### src/sv/ugim_pkg.sv
`timescale 1ns / 1ps

package ugim_pkg;

  // field widths
  localparam int unsigned CP_W       = 21;
  localparam int unsigned GLYPH_W    = 16;
  localparam int unsigned SLOT_W     = 6;
  localparam int unsigned RC_W       = 7;
  localparam int unsigned SIZE_W     = 23;
  localparam int unsigned BYTE_W     = 8;
  localparam int unsigned CFG_IDX_W  = 1;
  localparam int unsigned CFG_DATA_W = 16;

  // default number of range cells
  localparam int unsigned MAX_RANGES_DEF = 64;

  // configuration register indexes
  localparam logic [CFG_IDX_W-1:0] CFG_RANGE_COUNT = 1'b0;
  localparam logic [CFG_IDX_W-1:0] CFG_GLYPH_TOTAL = 1'b1;

  // input word kinds
  localparam logic OP_TEXT = 1'b0;
  localparam logic OP_LOAD = 1'b1;

  // utf-8 lead byte patterns
  localparam logic [BYTE_W-1:0] LEAD2_MASK = 8'hE0;
  localparam logic [BYTE_W-1:0] LEAD2_VAL  = 8'hC0;
  localparam logic [BYTE_W-1:0] LEAD2_BITS = 8'h1F;
  localparam logic [BYTE_W-1:0] LEAD3_MASK = 8'hF0;
  localparam logic [BYTE_W-1:0] LEAD3_VAL  = 8'hE0;
  localparam logic [BYTE_W-1:0] LEAD3_BITS = 8'h0F;
  localparam logic [BYTE_W-1:0] LEAD4_MASK = 8'hF8;
  localparam logic [BYTE_W-1:0] LEAD4_VAL  = 8'hF0;
  localparam logic [BYTE_W-1:0] LEAD4_BITS = 8'h07;
  localparam logic [BYTE_W-1:0] CONT_BITS  = 8'h3F;
  localparam logic [BYTE_W-1:0] ASCII_LIM  = 8'h80;

  // token moving down the cell chain: a table load or a lookup
  // for a lookup, lo holds the code point
  typedef struct packed {
    logic               vld;
    logic               load;
    logic [SLOT_W-1:0]  slot;
    logic [CP_W-1:0]    lo;
    logic [CP_W-1:0]    hi;
    logic               bad;
    logic               done;
    logic               found;
    logic [GLYPH_W-1:0] glyph;
  } tok_t;

endpackage

### src/sv/ugim_cell.sv
`timescale 1ns / 1ps

module ugim_cell import ugim_pkg::*; #(
  parameter int unsigned IDX   = 0,
  parameter int unsigned OFS_W = 30
) (
  input  logic                    clk_i,
  input  logic                    rst_ni,
  input  logic                    adv_i,
  input  logic [RC_W-1:0]         range_count_i,
  input  logic [GLYPH_W-1:0]      glyph_total_i,
  input  tok_t                    tok_i,
  input  logic signed [OFS_W-1:0] ofs_i,
  output tok_t                    tok_o,
  output logic signed [OFS_W-1:0] ofs_o
);

  localparam logic [31:0] IDX32 = IDX;

  // range held by this cell, undefined until loaded
  logic [CP_W-1:0]          first_q, last_q;
  logic signed [SIZE_W-1:0] size_q;
  logic signed [SIZE_W-1:0] size_d;

  tok_t                    tok_q, tok_d;
  logic signed [OFS_W-1:0] ofs_q, ofs_d;

  logic                    slot_hit, active, hit, idx_ok;
  logic [CP_W-1:0]         diff;
  logic signed [OFS_W-1:0] idx;

  assign slot_hit = ({{(32-SLOT_W){1'b0}}, tok_i.slot} == IDX32);
  assign active   = ({{(32-RC_W){1'b0}}, range_count_i} > IDX32);
  assign hit      = (tok_i.lo >= first_q) && (tok_i.lo <= last_q);
  assign diff     = tok_i.lo - first_q;
  assign idx      = ofs_i + $signed({{(OFS_W-CP_W){1'b0}}, diff});
  assign idx_ok   = !idx[OFS_W-1] &&
                    (idx < $signed({{(OFS_W-GLYPH_W){1'b0}}, glyph_total_i}));
  assign size_d   = $signed({2'b00, tok_i.hi}) - $signed({2'b00, tok_i.lo}) +
                    $signed({{(SIZE_W-1){1'b0}}, 1'b1});

  // lookup step: match or add this range's size to the offset
  always_comb begin
    tok_d = tok_i;
    ofs_d = ofs_i;
    if (tok_i.vld && !tok_i.load && !tok_i.done && active) begin
      if (hit) begin
        tok_d.done  = 1'b1;
        tok_d.found = idx_ok;
        tok_d.glyph = idx_ok ? idx[GLYPH_W-1:0] : '0;
      end else begin
        ofs_d = ofs_i + {{(OFS_W-SIZE_W){size_q[SIZE_W-1]}}, size_q};
      end
    end
  end

  // table storage, written when a load for this slot passes
  always_ff @(posedge clk_i) begin
    if (adv_i && tok_i.vld && tok_i.load && slot_hit) begin
      first_q <= tok_i.lo;
      last_q  <= tok_i.hi;
      size_q  <= size_d;
    end
  end

  always_ff @(posedge clk_i or negedge rst_ni) begin
    if (!rst_ni) begin
      tok_q <= '0;
      ofs_q <= '0;
    end else if (adv_i) begin
      tok_q <= tok_d;
      ofs_q <= ofs_d;
    end
  end

  assign tok_o = tok_q;
  assign ofs_o = ofs_q;

endmodule

### config.mk
export PLATFORM = sky130hd
export DESIGN_NAME = ugim_cell
export DESIGN_NICKNAME = d
export VERILOG_FILES = /design/src/sv/ugim_pkg.sv /design/src/sv/ugim_cell.sv
export SDC_FILE = /design/constraint.sdc
export NUM_CORES = 1
export LEC_CHECK = 0
export BUFFER_PORTS_ARGS = -buffer_cell sky130_fd_sc_hd__buf_2
export CAP_MARGIN = 5
export CORE_AREA = 2 2 158 160
export DETAILED_ROUTE_END_ITERATION = 16
export DIE_AREA = 0 0 160 162
export PLACE_DENSITY = 0.79
export REMOVE_ABC_BUFFERS = 1
export SYNTH_ARGS = -nofsm -noshare
export SYNTH_HDL_FRONTEND = slang
export SYNTH_SLANG_ARGS = --single-unit
### constraint.sdc
create_clock -name clk_i -period 6 [get_ports clk_i]
set_input_delay 0.6 -clock clk_i [delete_from_list [all_inputs] [get_ports clk_i]]
set_output_delay 0.6 -clock clk_i [all_outputs]
set_load 0.03 [all_outputs]
Word-level counts from Yosys, hierarchy flattened
Index checks and enable logic that the tools add are counted.
Operators by class
  magnitude comparators: 4
  $add $sub $neg: 5
  reduce and logical (&&, ||, !) cells: 12
  muxes and demuxes: 5
Operators with widths (number)
  2-to-1 mux 30 bit: 2
  2-to-1 mux 18 bit: 2
  adder 30 x 22 -> 30 bit: 1
  adder 30 bit: 1
  less-than comparator 30 x 17 -> 1 bit: 1
  adder 22 x 2 -> 23 bit, second input constant: 1
  subtractor 21 x 21 -> 22 bit: 1
  >= comparator 21 bit: 1
  less-or-equal comparator 21 bit: 1
  subtractor 21 bit: 1
  2-to-1 mux 16 bit: 1
  logical AND 1 bit: 8
  > comparator 7 x 1 -> 1 bit, second input constant: 1
  zero test 6 bit: 1
  zero test 1 bit: 3
Storage, ports and cells
  logic and storage cells: 39
  input port bits: 125
  output and inout port bits: 99
  register bits: 164

Logic depth before layout (Yosys ltp)
  depth in word-level cells: 7
  depth in mapped cells: 31
  depth with buffers taken out: 30

Least setup slack after synthesis
Ideal clock, no wire load.
  path kind: input to register
  from: input port adv_i
  to: register first_q[0], enable pin
  arrival time: 7.573 ns
  stages on the path: 5
  path slack: -2.229 ns
  buffers on the path: 3
  data required time: 5.345 ns
  library setup time: 0.655 ns
  path through: clkbuf_1 > clkbuf_1 > clkbuf_1 > nand3_1 > nor4_1
Between the ends
  cells in the longest elaborated chain, start to end: 3
Ends and longest elaborated chain
  start, declared: RTL line ugim_cell.sv:9  | input logic adv_i,
  logical AND 1 bit (3 in a row): RTL line ugim_cell.sv:59  | if (adv_i && tok_i.vld && tok_i.load && slot_hit) begin
  end signal, assigned: RTL line ugim_cell.sv:60  | first_q <= tok_i.lo;
  end, declared: RTL line ugim_cell.sv:21  | logic [CP_W-1:0] first_q, last_q;
Every way passes these cells.
A chain may end at the register's enable or synchronous reset.

Worst setup path after layout
  from: register first_q[0]
  to: register tok_q (netlist bit tok_o[9])
Between the ends
  cells in the longest elaborated chain, start to end: 7
  elaborated cells on any way between the ends: 10
  those cells by class: 2 x add/sub; 2 x order compare; 3 x mux; 3 x reduce/logical
Ends and longest elaborated chain
  subtractor 21 bit: RTL line ugim_cell.sv:35  | assign diff = tok_i.lo - first_q;
  adder 30 x 22 -> 30 bit: RTL line ugim_cell.sv:36  | assign idx = ofs_i + $signed({{(OFS_W-CP_W){1'b0}}, diff});
  less-than comparator 30 x 17 -> 1 bit / zero test 1 bit (equally long branches): RTL line ugim_cell.sv:38, ugim_cell.sv:37
  logical AND 1 bit: RTL line ugim_cell.sv:37  | assign idx_ok = !idx[OFS_W-1] &&
  2-to-1 mux 16 bit: RTL line ugim_cell.sv:50  | tok_d.glyph = idx_ok ? idx[GLYPH_W-1:0] : '0;
  2-to-1 mux 18 bit *: RTL line ugim_cell.sv:47  | if (hit) begin
  2-to-1 mux 18 bit *: RTL line ugim_cell.sv:46  | if (tok_i.vld && !tok_i.load && !tok_i.done && active) begin
  end signal, assigned: RTL line ugim_cell.sv:71  | tok_q <= tok_d;
  end, declared: RTL line ugim_cell.sv:25  | tok_t tok_q, tok_d;
Mark *: on every way between the ends. The rest lies on a longest branch, timed or not.

==> results.py <==
metrics = {
    "timing": {
        "max_freq_mhz": 163,
        "rsz0062_at_grt": "true",
        "fin_ws_ns": -0.144,
        "setup_tns_ns": -1.81,
        "tightest_slew_ns": 1.14,
        "maxSlewViolCount": 0,
        "finalCriticalPeriod_ns": 6.14,
        "setup_viol": 17,
        "hold_viol": 0,
        "clock_skew_ns": 0.0169,
        "fin_crit_sh_pct": 102,
        "relSlewSlack_pct": 23.1,
    },
    "run_status": {
        "failed_checks": "negative setup slack",
        "status": "finished with violations",
    },
    "min_path": {
        "hold_class": "in -> async",
    },
    "setup_path": {
        "reg2reg_slack_ns": -0.14,
        "slowest_stage": "a311o_2",
        "slowest_delay_ns": 0.38,
        "crit_type": "reg -> reg",
        "timing.rr.end": "tok_o[9]",
        "start_kind": "register",
        "crit_fanout": 8,
        "worstPathRequired_ns": 6.36,
        "worstRegToRegCells": 29,
        "cp.arrival_ns": 6.51,
        "end_kind": "register",
        "r2r-start": "first_q[0]",
    },
    "routing": {
        "wire_per_inst_um": 17.6,
        "routed_via_density": 5.64,
        "drtIter0Drc": 757,
        "drc": 0,
        "ant_nets": 0,
        "num_vias": 10900,
        "routed_wl_um": 34000,
        "drt_pass1_iterations": 6,
    },
    "grt": {
        "grt_pass1_wl_um": 54000,
        "first_global_vias": 10800,
        "grt_antenna_before_repair": 5,
        "grt_max_degree": 67,
        "grt_overflow_total": 0,
        "grt_usage_pct": 25.9,
    },
    "yosys": {
        "synth_edf_count": 65,
        "ys.warnings.count": 0,
        "synthCells": 1315,
        "ys_types": 76,
        "ys_top_cells_by_area": "dfrtp_1 20%, edfxtp_1 16%, ha_1 13%",
        "async_flop_share_pct": 60.4,
        "synth_area_um2": 12300,
        "synth_top_area_cell": "dfrtp_1",
        "synth_top_area_share_pct": 20.1,
        "synthFlopType": "dfrtp_1",
        "ys_ff_latch": 164,
        "synth_seq_area_share_pct": 35.9,
        "syn_avg_cell_area_um2": 9.38,
    },
    "die": {
        "dieArea_um2": 25900,
        "core-area_um2": 24100,
        "die_height_um": 162,
        "num_io_pins": 224,
        "initial_core_util_pct": 51.2,
        "fp.dieW_um": 160,
        "core.rowCount": 57,
    },
    "clock_network": {
        "clock_latency_ns": 0.44,
        "clock_sinks": 164,
        "cts_buffer_depth": 2,
        "cts_made_buffers": 17,
        "cts_root_buffer": "clkbuf_16",
        "path_clk_slew_ns": 0.07,
        "hold_buffers": 0,
        "cts_tree": "done",
        "htreeDepth": 4,
    },
    "finish": {
        "drive_gt1_share_pct": 27.0,
        "nFillCells": 2108,
        "stdcell_count": 1932,
        "fin_area_um2": 14900,
        "multi_input_area_um2": 7310,
        "ff_latch_area_um2": 4430,
        "finish.utilization_pct": 61.9,
        "final_common_cell": "buf_2",
        "mostFrequentLayoutCells": "221 x buf_2, 139 x a21oi_1, 128 x inv_1, 128 x ha_1, 99 x dfrtp_1",
        "area_delta_synth_final_pct": 21.0,
        "fin_nets": 1848,
    },
    "place": {
        "hpwlAfterDp_um": 25700,
        "port_buffers": 223,
        "dpl.cell_count": 1889,
        "place_congestion": 0.970,
        "placed_cell_area_um2": 14100,
    },
    "pwr": {
        "pwr_density_cell_nw_per_um2": 245,
        "power.leakage_nw": 7.08,
        "ir_worst_vdd_v": 0.000190,
    },
    "job": {
        "max_cap_violations": 0,
    },
}
## registers in the layout (all words and copies together) (netlist names)
name and cells:
tok_o 69, ofs_o 30, size_q 23, first_q 21
last_q 21
## how the worst max path moves through the flow
| stage | from | to | slack, ns | cells after the start |
|---|---|---|---|---|
| 6_report | first_q[0] | tok_o[9] | -0.14 | 29 |
| 5_1_grt | first_q[0] | tok_o[9] | -0.52 | 29 |
| 4_1_cts | first_q[0] | tok_o[2] | 0.03 | 29 |
| 3_5_place_dp | tok_i[40] | tok_o[2] | -0.69 | 31 |
| 3_3_place_gp | tok_i[40] | tok_o[5] | -0.34 | 31 |
| 2_1_floorplan | tok_i[62] | first_q[0] | -1.96 | 2 |
## report_power, final
part	switching [mW]	internal (mW)	total [mW]
sequential	0.0340	1.24	1.28
clock	0.520	0.647	1.17
combinational	0.717	0.491	1.21
total	1.27	2.38	3.65
## cells in the mapped netlist, drive strengths merged, types with 10 or more instances
cell / instances
o21bai: 11
a21oi: 144
o211ai: 11
nand2: 59
a21o: 29
mux2: 52
edfxtp: 65
o21ai: 73
a31oi: 15
mux2i: 10
clkbuf: 28
and3: 30
inv: 128
nor2b: 16
nor2: 94
nand3: 25
nand4: 17
xnor2: 43
a211oi: 14
dfrtp: 99
o21a: 17
ha: 130
nor3: 18
nand2b: 11
and2: 13
xor2: 46
## cell families after synthesis
logic type | share of synthesized area (%)
xor+xnor | 6.32
buf+inv | 5.64
compound gates | 19.2
simple gates | 13.6
flops | 35.9
fa+ha+maj | 13.8
mux | 5.56
## worst max-delay path, delay by kind of cell, from the launching register on
kind	cells	cell delay [ns]
flops	1	0.37
fa+ha+maj	4	1.07
buf+inv	2	0.39
simple gates	6	1.16
xor+xnor	2	0.41
compound gates	15	2.68
## layer usage
layer	vias up	part of all wire [%]	GRT usage, %
met2	371	46	42.3
li1	5333	-	-
met3	56	5.7	4.72
met5	-	0	0
met4	0	2.7	9.46
met1	5143	45	34.5
## layout make-up
| cell class | count | area share [%] |
|---|---|---|
| Multi-Input combinational cell | 988 | 49.0 |
| Clock inverter | 14 | 1.21 |
| Tap cell | 324 | 2.72 |
| Clock buffer | 18 | 2.94 |
| Inverter | 128 | 3.22 |
| Sequential cell | 164 | 29.7 |
| Antenna cell | 6 | 0.101 |
| Timing Repair Buffer | 290 | 11.2 |
## what timing repair did
action                                  in CTS  in global routing
pin swaps                                    4                 13
endpoints found under the setup margin      17                 17
setup buffers                                2                  1
endpoints found under the hold margin        0                  0
resized for setup                            3                 31
cloned                                       0                  2
## metrics by stage
step	power [mW]	hold slack (ns)	setup WS, ns
after floorplan	2.05	0.304	-1.96
after global placement	2.44	0.470	-0.335
after detailed placement	2.46	0.472	-0.695
after CTS	3.64	0.211	0.0332
after global routing	3.83	0.221	-0.522
final	3.65	0.182	-0.144
No activity file was read; power rests on OpenSTA's default activity.
