### src/sv/ugim_pkg.sv
`timescale 1ns / 1ps

package ugim_pkg;

  // field widths
  localparam int unsigned CP_W       = 21;
  localparam int unsigned GLYPH_W    = 16;
  localparam int unsigned SLOT_W     = 6;
  localparam int unsigned RC_W       = 7;
  localparam int unsigned SIZE_W     = 23;
  localparam int unsigned BYTE_W     = 8;
  localparam int unsigned CFG_IDX_W  = 1;
  localparam int unsigned CFG_DATA_W = 16;

  // default number of range cells
  localparam int unsigned MAX_RANGES_DEF = 64;

  // configuration register indexes
  localparam logic [CFG_IDX_W-1:0] CFG_RANGE_COUNT = 1'b0;
  localparam logic [CFG_IDX_W-1:0] CFG_GLYPH_TOTAL = 1'b1;

  // input word kinds
  localparam logic OP_TEXT = 1'b0;
  localparam logic OP_LOAD = 1'b1;

  // utf-8 lead byte patterns
  localparam logic [BYTE_W-1:0] LEAD2_MASK = 8'hE0;
  localparam logic [BYTE_W-1:0] LEAD2_VAL  = 8'hC0;
  localparam logic [BYTE_W-1:0] LEAD2_BITS = 8'h1F;
  localparam logic [BYTE_W-1:0] LEAD3_MASK = 8'hF0;
  localparam logic [BYTE_W-1:0] LEAD3_VAL  = 8'hE0;
  localparam logic [BYTE_W-1:0] LEAD3_BITS = 8'h0F;
  localparam logic [BYTE_W-1:0] LEAD4_MASK = 8'hF8;
  localparam logic [BYTE_W-1:0] LEAD4_VAL  = 8'hF0;
  localparam logic [BYTE_W-1:0] LEAD4_BITS = 8'h07;
  localparam logic [BYTE_W-1:0] CONT_BITS  = 8'h3F;
  localparam logic [BYTE_W-1:0] ASCII_LIM  = 8'h80;

  // token moving down the cell chain: a table load or a lookup
  // for a lookup, lo holds the code point
  typedef struct packed {
    logic               vld;
    logic               load;
    logic [SLOT_W-1:0]  slot;
    logic [CP_W-1:0]    lo;
    logic [CP_W-1:0]    hi;
    logic               bad;
    logic               done;
    logic               found;
    logic [GLYPH_W-1:0] glyph;
  } tok_t;

endpackage

### src/sv/ugim_decoder.sv
`timescale 1ns / 1ps

module ugim_decoder import ugim_pkg::*; (
  input  logic              clk_i,
  input  logic              rst_ni,
  input  logic              adv_i,
  input  logic              accept_i,
  input  logic              opcode_i,
  input  logic [BYTE_W-1:0] text_byte_i,
  input  logic [SLOT_W-1:0] range_slot_i,
  input  logic [CP_W-1:0]   range_first_i,
  input  logic [CP_W-1:0]   range_last_i,
  output tok_t              tok_o
);

  logic [1:0]      pend_q, pend_d;
  logic [CP_W-1:0] part_q, part_d;
  logic [CP_W-1:0] part_n;
  tok_t            tok_q, tok_d;

  assign part_n = {part_q[CP_W-7:0], text_byte_i[5:0] & CONT_BITS[5:0]};

  // decode one byte, emit a load, a finished code point or a bad lead mark
  always_comb begin
    pend_d = pend_q;
    part_d = part_q;
    tok_d  = tok_q;
    if (adv_i) begin
      tok_d = '0;
      if (accept_i) begin
        if (opcode_i == OP_LOAD) begin
          tok_d.vld  = 1'b1;
          tok_d.load = 1'b1;
          tok_d.slot = range_slot_i;
          tok_d.lo   = range_first_i;
          tok_d.hi   = range_last_i;
        end else if (pend_q != 2'd0) begin
          part_d = part_n;
          pend_d = pend_q - 2'd1;
          if (pend_q == 2'd1) begin
            tok_d.vld = 1'b1;
            tok_d.lo  = part_n;
          end
        end else if (text_byte_i < ASCII_LIM) begin
          tok_d.vld = 1'b1;
          tok_d.lo  = {{(CP_W-BYTE_W){1'b0}}, text_byte_i};
        end else if ((text_byte_i & LEAD2_MASK) == LEAD2_VAL) begin
          part_d = {{(CP_W-BYTE_W){1'b0}}, text_byte_i & LEAD2_BITS};
          pend_d = 2'd1;
        end else if ((text_byte_i & LEAD3_MASK) == LEAD3_VAL) begin
          part_d = {{(CP_W-BYTE_W){1'b0}}, text_byte_i & LEAD3_BITS};
          pend_d = 2'd2;
        end else if ((text_byte_i & LEAD4_MASK) == LEAD4_VAL) begin
          part_d = {{(CP_W-BYTE_W){1'b0}}, text_byte_i & LEAD4_BITS};
          pend_d = 2'd3;
        end else begin
          tok_d.vld = 1'b1;
          tok_d.bad = 1'b1;
        end
      end
    end
  end

  always_ff @(posedge clk_i or negedge rst_ni) begin
    if (!rst_ni) begin
      pend_q <= 2'd0;
      part_q <= '0;
      tok_q  <= '0;
    end else begin
      pend_q <= pend_d;
      part_q <= part_d;
      tok_q  <= tok_d;
    end
  end

  assign tok_o = tok_q;

endmodule

### config.mk
export PLATFORM = sky130hd
export DESIGN_NAME = ugim_decoder
export DESIGN_NICKNAME = d
export VERILOG_FILES = /design/src/sv/ugim_pkg.sv /design/src/sv/ugim_decoder.sv
export SDC_FILE = /design/constraint.sdc
export NUM_CORES = 1
export LEC_CHECK = 0
export BUFFER_PORTS_ARGS = -buffer_cell sky130_fd_sc_hd__buf_2
export CAP_MARGIN = 20
export CORE_MARGIN = 3
export CORE_UTILIZATION = 32
export CTS_CLUSTER_DIAMETER = 80
export DETAILED_ROUTE_END_ITERATION = 16
export PLACE_DENSITY = 0.67
export SLEW_MARGIN = 5
export SYNTH_ARGS = -nofsm -noshare
export SYNTH_HDL_FRONTEND = slang
export SYNTH_SLANG_ARGS = --single-unit
### constraint.sdc
create_clock -name clk_i -period 1.36 [get_ports clk_i]
set_input_delay 0.204 -clock clk_i [delete_from_list [all_inputs] [get_ports clk_i]]
set_output_delay 0.204 -clock clk_i [all_outputs]
set_load 0.03 [all_outputs]
Word-level counts from Yosys, hierarchy flattened
Cells that the tools add are included.
{"block": "totals", "ff_bits": 68, "out_inout_bits": 69, "in_bits": 61}
{"block": "classes", "n_eq_ne": 5, "reduce_logical": 3, "order_cmp": 1, "bitwise": 1, "addsub": 1, "muxes": 27}
{"op": "21-bit two-way mux", "n": 4}
{"op": "15-bit two-way mux", "n": 5}
{"op": "51-bit two-way mux", "n": 1}
{"op": "1-bit two-way mux", "n": 10}
{"op": "2-bit two-way mux", "n": 5}
{"op": "8-bit < comparator, second input constant", "n": 1}
{"op": "8-bit two-way mux", "n": 1}
{"op": "7-bit two-way mux", "n": 1}
{"op": "5-bit == test, second input constant", "n": 1}
{"op": "5-bit AND reduction", "n": 1}
{"op": "4-bit == test, second input constant", "n": 1}
{"op": "4-bit nonzero test", "n": 1}
{"op": "3-bit == test, second input constant", "n": 1}
{"op": "2-bit by 1-bit == test with 1-bit output, second input constant", "n": 1}
{"op": "2-bit inequality test, second input constant", "n": 1}
{"op": "2-bit nonzero test", "n": 1}
{"op": "2-bit by 1-bit subtractor with 2-bit output, second input constant", "n": 1}
{"op": "1-bit inverter", "n": 1}

Longest topological paths before layout
{"block": "depth", "depth_word": 8, "mapped_depth": 5, "mapped_depth_nobuf": 4}

Least setup slack after synthesis
No wires, ideal clock.
{"block": "synth_timing", "kind": "register -> register", "start": "reg pend_q[1]", "end": "reg part_q[0]", "path_stages_with_launch": 4, "setup_ns": 0.128, "n_path_buf": 0, "setup_slack_ns": -0.084, "required_ns": 1.232, "arrival_ns": 1.316, "path_cell_list": "dfrtp_1 or2_1 o21ai_2 mux2_1"}
{"block": "synth_via", "elab_chain_len": 3, "elab_cells_between_ends": 5, "classes_between": "1 x eq/ne; 1 x mux; 3 x reduce/logical"}
{"item": "start: declaration", "line": "ugim_decoder.sv:16", "source": "logic [1:0] pend_q, pend_d;"}
{"item": "start signal: assignment", "line": "ugim_decoder.sv:70", "source": "pend_q <= pend_d;"}
{"item": "2-bit nonzero test (*)", "line": "ugim_decoder.sv:37", "source": "end else if (pend_q != 2'd0) begin"}
{"item": "4-bit nonzero test (no line) or 2-bit inequality test (tied branches)"}
{"item": "5-bit AND reduction (no line)"}
{"item": "end signal: assignment", "line": "ugim_decoder.sv:71", "source": "part_q <= part_d;"}
{"item": "end: declaration", "line": "ugim_decoder.sv:17", "source": "logic [CP_W-1:0] part_q, part_d;"}
Every way passes the cells marked *; elsewhere a longest branch is shown, timed or not.
A chain may end at the register's enable or synchronous reset.

Worst setup path after layout
{"block": "layout_timing", "start": "reg pend_q[1]", "end": "reg part_q[1]"}
The elaborated chain is that of the path after synthesis.

==> key figures <==
CTS
  • CTS tree: built
  • Reg clk slew, reported paths: around 80 ps
  • Max clock buf depth: 2
  • Clock sink count: 68
  • Number of H-tree levels: 3
  • CTS Buf Count: 9
  • Skew-Pair Late Insertion Delay: about 350 ps
  • CTS root buf: clkbuf_8

Pwr
  • Pwr Density: about 1500 mW/mm2
  • Flop pwr share: ~45%
  • Sw Share: 29.8%
  • Static Leak: around 2.1 nW
  • Sw Pwr: around 1.7 mW
  • Total power: between 5 and 6 mW
  • Comb pwr share: approximately a fifth
  • Clock share of power: about a third
  • VDD IR-drop max: approximately 0.00050 V
  • Pint: between 4 and 5 mW

Finish
  • Register Area: around 0.0017 mm2
  • Multi-input gate area: 0.00106 mm2
  • Ant. Diodes: 0
  • Layout cells sized above 1: 45.1%
  • Fill cells: about 800
  • # nets final: roughly 410
  • Synth-to-Final Area Change: 35.8%

Global routing
  • Total track usage: between 15 and 20%
  • Largest net degree at the start of global routing: between 60 and 70
  • Initial antenna violation count: 0
  • First-pass GRT wire length: 11.8 mm
  • GRT overflow: 0
  • Vias in the first global route: roughly 2400

Timing
  • Final Hold Fails: 0
  • Slew Viols, Final: 0
  • Max Fclk: around 0.72 GHz
  • Setup ws final: -24.0 ps
  • Final period util: 102%
  • RSZ-0062 raised after global routing: true
  • Fin crit period: between 1000 and 1500 ps
  • # setup viols final: 4
  • Setup TNS: -33.5 ps
  • Fin Clk Skew: roughly 7.7 ps

Placed design
  • HPWL after DPL: 5.36 mm
  • Placer Congestion: around 0.85
  • PortBufs: 111

Floorplan
  • FP Rows: 33
  • Horiz. Die Dim: 101 um
  • Num ports: between 100 and 150
  • Core box area: approximately 0.0085 mm2
  • Die ar.: a little over 0.01 mm2
  • Chip height: 101 um
  • Initial core utilization: 34.0%

Yosys
  • #FFs+latches synth: between 60 and 70
  • Netlist cell types: 38
  • Syn Inst Count: around 220
  • Yosys warns: 0
  • Post-synthesis sequential area ratio: approximately three fifths
  • Cell area after synthesis: approximately 0.0029 mm2
  • Average size of a mapped cell: approximately 13 um2

Setup path
  • Reg2reg end: part_q[1]
  • Max FO, Critical Path: 4
  • Register-to-register setup slack: -20 ps
  • CP endpoint kind: flip-flop
  • CP required: approximately 1600 ps
  • Setup CP Type: flip-flop to flip-flop
  • Critical path startpoint category: flip-flop
  • Beginning of the worst register-to-register path: pend_q[1]
  • CP Data Arrival Time: approximately 1600 ps
  • Worst Reg-to-Reg Cells: 3

Min path
  • Hold path endpoint: tok_o[33]
  • Hold_sp: range_last_i[14]
  • Hold Path Depth: 2
  • Worst hold path type: input pin to flip-flop

Routing
  • Wire per inst: 15.9 um
  • DR vias/cell: between 4 and 5
  • DRC: 0
  • Iteration-0 DRC Markers: 73
  • Vias: between 2000 and 2500
  • Drt pass-1 iters: 4
  • Final ANT Viol Nets: 0
  • Drt total wl: about 7.3 mm

Job
  • Maxcap violations: 0

Status
  • Status: complete, but fails checks
  • Failing checks: setup timing
synthesized netlist by cell type:
library cell | n | area (um2)
nor3_2 | 1 | 10.0
nor4b_1 | 2 | 17.5
and3b_1 | 1 | 8.76
o21ai_2 | 1 | 8.76
or2_1 | 1 | 6.26
a2bb2oi_1 | 1 | 8.76
a2111oi_4 | 1 | 27.5
nand3_1 | 2 | 10.0
a21oi_2 | 1 | 8.76
nand2b_1 | 1 | 6.26
nor2_2 | 2 | 12.5
a21o_1 | 2 | 15.0
o21ai_1 | 1 | 5.00
nand3b_4 | 1 | 20.0
a211oi_1 | 1 | 7.51
buf_6 | 1 | 11.3
inv_2 | 2 | 7.51
o21ai_0 | 5 | 25.0
mux2_1 | 3 | 33.8
a21oi_1 | 4 | 20.0
conb_1 | 1 | 3.75
o2bb2ai_1 | 1 | 8.76
o211ai_1 | 1 | 7.51
inv_1 | 2 | 7.51
nand2_1 | 2 | 7.51
a22o_1 | 37 | 324
and2_0 | 5 | 31.3
dfrtp_1 | 68 | 1700
buf_2 | 4 | 20.0
and3_1 | 1 | 6.26
and2_1 | 15 | 93.8
clkbuf_1 | 6 | 22.5
a32o_1 | 1 | 10.0
buf_4 | 19 | 143
a221o_1 | 20 | 200
o31ai_1 | 1 | 7.51
nand4_1 | 2 | 12.5
nor2_1 | 1 | 3.75
how the worst max path moves through the flow:
stage | depth (start not counted) | endpoint | start | slack [ps]
floorplan | 3 | part_q[0] | pend_q[1] | -20
global placement | 4 | tok_o[57] | opcode_i | -150
detailed placement | 4 | tok_o[48] | opcode_i | -150
CTS | 3 | part_q[2] | pend_q[1] | -6
global route | 3 | part_q[1] | pend_q[0] | -60
finish | 3 | part_q[1] | pend_q[1] | -20
through the flow:
stage	setup slack (ps)	cell area [um2]	utilization (%)	hold WS, ps	instances
after floorplan	-19.2	2950	-	-91.6	238
after detailed placement	-151	3610	42.7	258	442
after global routing	-62.6	3910	46.2	58.5	460
after CTS	-5.77	3880	45.9	50.8	459
after global placement	-149	3610	42.7	251	442
final	-24.0	3910	46.2	74.6	460
layer usage:
metal  global-route usage, %  share of wire, %  wire length, um
met1                    19.9                45             3320
met2                    23.2                46             3360
met3                    4.71               7.4              543
met4                    5.32               1.5              107
met5                       0                 0                0
power groups by stage:
stage	logic [mW]	registers, mW	clock network (mW)
2_1_floorplan	0.532	2.77	0
3_3_place_gp	1.11	2.63	0
3_5_place_dp	1.13	2.64	0
4_1_cts	1.15	2.61	2.10
5_1_grt	1.27	2.65	2.19
6_report	1.16	2.61	2.04
worst max-delay path, stage by stage, from the launching register on:
cell and delay [ps]:
dfrtp_2 450, or2_4 270, o21ai_4 210, mux2_1 340
logic make-up (layout without fill, tap and decap cells):
family | after synthesis | count (layout) | share of synthesized area, %
mux | 3 | 3 | 1.17
other cells | 1 | 18 | 0.130
buf+inv | 34 | 151 | 7.34
flops | 68 | 68 | 59.1
simple gates | 37 | 37 | 8.55
compound gates | 78 | 78 | 23.8
flip-flops by register name, summed over array words and instances, names as in the netlist:
register	flops
part_q	15
pend_q	2
tok_o	51
layout make-up:
type	count	area share, %
well taps	105	3.36
repair buffers	131	19.4
flip-flops and latches	68	43.5
inverters	4	0.384
clock inverters	7	3.17
multi-input cells	136	27.0
clock buffers	9	3.17
placed cells by master, fill, tap and decap left out, types with 3 or more instances in the layout:
| master | n |
|---|---|
| buf_2 | 111 |
| dfrtp_1 | 67 |
| a22o_1 | 37 |
| a221o_1 | 20 |
| conb_1 | 18 |
| and2_1 | 15 |
| buf_4 | 15 |
| clkbuf_8 | 9 |
| o21ai_0 | 5 |
| and2_0 | 5 |
| a21oi_1 | 4 |
| buf_12 | 4 |
| bufinv_16 | 3 |
what timing repair did:
item,in CTS,in global routing
setup buffers,1,1
gates resized for setup,3,2
gates cloned,0,0
hold endpoints to repair,68,0
endpoints found under the setup margin,33,27
pin swaps,1,1
hold buffers,1,0
Note: power is estimated with default switching activity, not from simulation.
